==> config.mk <==
export PLATFORM = sky130hd
export DESIGN_NAME = pip_cfg_regs
export DESIGN_NICKNAME = d
export VERILOG_FILES = /design/src/hdl/pip_pkg.sv /design/src/hdl/pip_cfg_regs.sv
export SDC_FILE = /design/constraint.sdc
export NUM_CORES = 1
export LEC_CHECK = 0
export BUFFER_PORTS_ARGS = -buffer_cell sky130_fd_sc_hd__buf_2
export CAP_MARGIN = 10
export CORE_MARGIN = 4
export CORE_UTILIZATION = 35
export DETAILED_ROUTE_END_ITERATION = 12
export PLACE_DENSITY_LB_ADDON = 0.2
export SETUP_SLACK_MARGIN = 0.02
export SLEW_MARGIN = 0
export SYNTH_ARGS = -nofsm -noshare
export SYNTH_HDL_FRONTEND = slang
export SYNTH_SLANG_ARGS = --single-unit
==> constraint.sdc <==
create_clock -name clk -period 1.6 [get_ports clk]
set_clock_uncertainty 0.15 [all_clocks]
set_input_delay 0 -clock clk [delete_from_list [all_inputs] [get_ports clk]]
set_output_delay 0 -clock clk [all_outputs]
set_load 0.01 [all_outputs]
==> src/hdl/pip_pkg.sv <==
`timescale 1ns / 1ps

package pip_pkg;

    localparam int COORD_W    = 32;
    localparam int DIFF_W     = COORD_W + 1;
    localparam int PROD_W     = 2 * DIFF_W;
    localparam int DET_W      = PROD_W + 1;
    localparam int CFG_IDX_W  = 3;
    localparam int CFG_DATA_W = 64;
    localparam int VCOUNT_W   = 3;
    localparam int REACH_W    = 31;
    localparam int EDGE_COUNT = 4;

    typedef logic signed [COORD_W-1:0] coord_t;
    typedef logic signed [DIFF_W-1:0]  diff_t;
    typedef logic signed [PROD_W-1:0]  prod_t;
    typedef logic signed [DET_W-1:0]   det_t;

    typedef struct packed {
        coord_t x;
        coord_t y;
    } point_t;

    typedef struct packed {
        logic neg;
        logic zero;
    } orient_t;

    typedef struct packed {
        logic crossed;
        logic decided;
        logic on_edge;
    } edge_res_t;

    typedef struct packed {
        logic [VCOUNT_W-1:0]   vertex_count;
        logic [CFG_DATA_W-1:0] vertex_a;
        logic [CFG_DATA_W-1:0] vertex_b;
        logic [CFG_DATA_W-1:0] vertex_c;
        logic [CFG_DATA_W-1:0] vertex_d;
        logic [CFG_DATA_W-1:0] origin_offset;
        logic [REACH_W-1:0]    ray_reach;
    } cfg_t;

    typedef enum logic [CFG_IDX_W-1:0] {
        REG_VERTEX_COUNT  = 3'd0,
        REG_VERTEX_A      = 3'd1,
        REG_VERTEX_B      = 3'd2,
        REG_VERTEX_C      = 3'd3,
        REG_VERTEX_D      = 3'd4,
        REG_ORIGIN_OFFSET = 3'd5,
        REG_RAY_REACH     = 3'd6
    } cfg_reg_t;

    localparam logic [VCOUNT_W-1:0] VCOUNT_TRIANGLE = 3'd3;
    localparam logic [VCOUNT_W-1:0] VCOUNT_RESET    = 3'd4;
    localparam logic [REACH_W-1:0]  REACH_RESET     = 31'd25600000;

    // v lies between a and b, inclusive, in either order
    function automatic logic in_span(input coord_t v, input coord_t a, input coord_t b);
        coord_t lo;
        coord_t hi;
        lo = (a < b) ? a : b;
        hi = (a < b) ? b : a;
        return (v >= lo) && (v <= hi);
    endfunction

    function automatic orient_t orient_of_det(input det_t d);
        orient_t o;
        o.zero = (d == '0);
        o.neg  = d[DET_W-1];
        return o;
    endfunction

    // sign of -(dx * dy): orientation against the horizontal ray
    function automatic orient_t orient_of_ray(input diff_t dx, input diff_t dy);
        orient_t o;
        o.zero = (dx == '0) || (dy == '0);
        o.neg  = !o.zero && (dx[DIFF_W-1] == dy[DIFF_W-1]);
        return o;
    endfunction

endpackage

==> src/hdl/pip_cfg_regs.sv <==
`timescale 1ns / 1ps

module pip_cfg_regs (
    input  logic                             clk,
    input  logic                             rst_n,
    input  logic                             cfg_we,
    input  logic [pip_pkg::CFG_IDX_W-1:0]    cfg_index,
    input  logic [pip_pkg::CFG_DATA_W-1:0]   cfg_data,
    output pip_pkg::cfg_t                    cfg
);
    import pip_pkg::*;

    cfg_t cfg_reg;
    cfg_t cfg_next;

    always_comb
    begin
        cfg_next = cfg_reg;
        if (cfg_we)
        begin
            case (cfg_reg_t'(cfg_index))
                REG_VERTEX_COUNT:  cfg_next.vertex_count  = cfg_data[VCOUNT_W-1:0];
                REG_VERTEX_A:      cfg_next.vertex_a      = cfg_data;
                REG_VERTEX_B:      cfg_next.vertex_b      = cfg_data;
                REG_VERTEX_C:      cfg_next.vertex_c      = cfg_data;
                REG_VERTEX_D:      cfg_next.vertex_d      = cfg_data;
                REG_ORIGIN_OFFSET: cfg_next.origin_offset = cfg_data;
                REG_RAY_REACH:     cfg_next.ray_reach     = cfg_data[REACH_W-1:0];
                default:           cfg_next = cfg_reg;
            endcase
        end
    end

    always_ff @(posedge clk or negedge rst_n)
    begin
        if (!rst_n)
        begin
            cfg_reg.vertex_count  <= VCOUNT_RESET;
            cfg_reg.vertex_a      <= '0;
            cfg_reg.vertex_b      <= '0;
            cfg_reg.vertex_c      <= '0;
            cfg_reg.vertex_d      <= '0;
            cfg_reg.origin_offset <= '0;
            cfg_reg.ray_reach     <= REACH_RESET;
        end
        else
        begin
            cfg_reg <= cfg_next;
        end
    end

    assign cfg = cfg_reg;

endmodule

==> metrics.md <==
| Metric | Value |
|---|---|
| Top-count cell post-synth | dfrtp_1 |
| Worst-Margin Slew | 0.459 ns |
| Final instance count without filler cells | 1848 |
| FF-to-FF setup slack | 0.65 ns |
| Yosys reg bits | 354 |
| Final Hold Fails | 0 |
| Total Negative Setup Slacks | 0 ns |
| Synth cell types | 11 |
| WS Path Type | in -> reg |
| Area leader, netlist | dfrtp_1 |
| VDD IR max | 1.01 mV |
| H-tree depth | 2 |
| Final period utilization | 94.2% |
| Crit path max-delay family | buffers and inverters |
| Max reg flops | 354 |
| Total gr overflow | 0 |
| Multi-input gate area | 4750 sq um |
| Core area | 39800 sq um |
| Root buf cell | clkbuf_16 |
| Predominant post-synthesis flop cell | dfrtp_1 |
| Fmax | 0.663 GHz |
| CTS buffer count | 39 |
| Drt first pass iters | 4 |
| Worst setup SP type | primary input |
| Die Y | 209 um |
| Critical-path top delay cell | dlygate4sd3_1 |
| Critical R2R Launch | cfg[263]$_DFFE_PN0P_ |
| Initial antenna violation count | 0 |
| Hold Path Cell Cnt | 3 |
| Clock sink count | 354 |
| DRC violations left | 0 |
| Syn avg cell area | 18.7 sq um |
| Via-per-instance ratio | 4.55 |
| Async set-or-reset flop fraction in the synthesized netlist | 100% |
| CP Buf/Inv Count | 3 |
| P_leak | 9.25 nW |
| TritonCTS clock tree | yes |
| Post-Synthesis Cells | 753 |
| Die Wd | 209 um |
| Largest net degree at the start of global routing | 46 |
| Status | completed |
| Slew Viols, Final | 0 |
| FF-to-FF End | cfg[263]$_DFFE_PN0P_ |
| Total power | 27.8 mW |
| Post-synth EDFFs | 0 |
| Ports | 424 |
| Wire per inst | 20.7 um |
| GR Util met3 | 4.58% |
| Final min period | 1.51 ns |
| Post-CTS setup buffers | 0 |
| Sequential area share after synthesis | 62.8% |
| CP arrival | 1.76 ns |
| FF/Latch Area | 8870 sq um |
| Crit Path Max Fanout | 25 |
| Path length in cells of the critical path | 5 |
| Clock transition at path regs | 0.06 ns |
| Placed cell area | 17000 sq um |
| Total of max-cap violations | 0 |
| Hold WC Path Type | in -> reg |
| Count of yosys warnings during synthesis | 0 |
| RSZ-0062 raised after global routing | no |
| Post-Syn Area | 14100 sq um |
| Area grow syn2layout | 34.5% |
| Total wire length | 38.2 mm |
| Clk buf depth | 3 |
| Total number of vias | 8412 |
| Crit path required time | 1.85 ns |
| Critical Path End Type | register |
| Dpl cells | 1705 |
| R2R depth | 1 |
| Final net count | 1362 |
| Final core occ | 47.7% |
| ANT nets after route | 0 |
| Total Routing Usage GR | 17.1% |
| Initial core utilization | 35.4% |
| Synth area leaders | dfrtp_1, mux2_4, mux2_2 |
| Slew headroom | 69.4% |
| Final setup viols | 0 |
| Layout cell share with drive strength beyond 1 | 67.3% |
| HPWL Detailed | 26.7 mm |
| Synth top area share | 61.5% |
| Hold path start | cfg_data[42] |
| Cell Chain, Critical Path | dlygate4sd3_1 -> buf_2 -> and4bb_4 -> buf_12 -> mux2_4 |
| Syn Nets | 823 |
| Largest stage delay, worst path | 0.54 ns |
| Die Area | 43600 sq um |
| Grt met1 use | 23.9% |
| Worst skew pair latency | 0.52 ns |
| Placement row count | 73 |
| IO buf count | 423 |
| Worst Hold Endpoint | cfg[329]$_DFFE_PN0P_ |
| Vias in the first global route | 9073 |
| Final Wtd Congestion | 0.756 |
| Global-route wire length before repair | 58.4 mm |
| Pwr/cell area | 1460 nW/um^2 |
| Synth top cells by count | dfrtp_1, mux2_4, mux2_2, buf_12, buf_4 |
| M2 GR Usage | 26.4% |
| Final instance area | 19000 sq um |
| Fill count | 3530 |
| Global route hottest layer | met2 |
| Initial detailed-routing violation count | 299 |
cell usage in the layout, fill, tap and decap left out:
cell | synthesis | final
diode_2 | 0 | 1
mux2_2 | 174 | 174
clkbuf_16 | 0 | 41
nor4b_2 | 1 | 1
nand4b_1 | 3 | 3
buf_8 | 0 | 1
bufinv_16 | 0 | 3
clkbuf_8 | 0 | 8
dfrtp_1 | 347 | 347
clkinv_2 | 0 | 6
clkbuf_1 | 0 | 12
dfstp_2 | 7 | 7
buf_2 | 5 | 422
buf_4 | 12 | 23
and4bb_4 | 0 | 3
buf_12 | 18 | 20
clkinvlp_4 | 0 | 1
dlygate4sd3_1 | 0 | 70
mux2_4 | 180 | 180
worst max path at each step:
stage                 startpoint                   end  slack, ns
floorplan           cfg_index[1]  cfg[100]$_DFFE_PN0P_       0.44
global placement    cfg_index[0]  cfg[351]$_DFFE_PN0P_       0.12
detailed placement  cfg_index[0]  cfg[352]$_DFFE_PN0P_       0.11
CTS                 cfg_index[2]  cfg[223]$_DFFE_PN0P_       0.13
global route        cfg_index[0]  cfg[352]$_DFFE_PN0P_       0.05
finish              cfg_index[1]  cfg[121]$_DFFE_PN0P_       0.09
stage by stage:
stage                     hold slack, ns  setup WS [ns]
after floorplan                   -0.446          0.437
after global placement            -0.221          0.118
after detailed placement          -0.221          0.114
after CTS                          0.106          0.135
after global routing               0.142         0.0485
final                              0.153         0.0923
kinds of logic (layout without fill, tap and decap cells):
| kind of cell | Yosys count | count (layout) | share of synthesized area, % |
|---|---|---|---|
| flops | 354 | 354 | 62.8 |
| simple gates | 7 | 7 | 0.558 |
| buf+inv | 38 | 607 | 3.61 |
| mux | 354 | 354 | 33.0 |
| other cells | 0 | 1 | 0 |
power by group:
part | internal, mW | switching (mW)
clock | 5.55 | 3.50
sequential | 11.0 | 1.12
combinational | 3.60 | 3.04
total | 20.1 | 7.66
tightest hold or removal path, stage by stage:
cell and delay, ns:
dlygate4sd3_1 0.52, buf_2 0.14, mux2_4 0.14
area by class of cell:
cell class | instances | share of cell area (%)
sequential | 354 | 46.7
clock inverter | 10 | 0.672
multi-input combinational | 361 | 25.0
timing repair buffer | 536 | 17.9
tap | 525 | 3.46
antenna | 1 | 0.0132
clock buffer | 61 | 6.22
per-layer routing:
layer	up-vias	part of all wire (%)	wire, um
li1	3762	-	-
met1	4329	45	17300
met2	277	46	17500
met3	44	6.8	2580
met4	0	2.1	804
met5	-	0	0
timing repair:
item / 4_1_cts / 5_1_grt
hold endpoints to repair: 708 / 0
hold buffers: 71 / 0
gates resized for setup: 0 / 0
(Power assumes the default switching activity.)
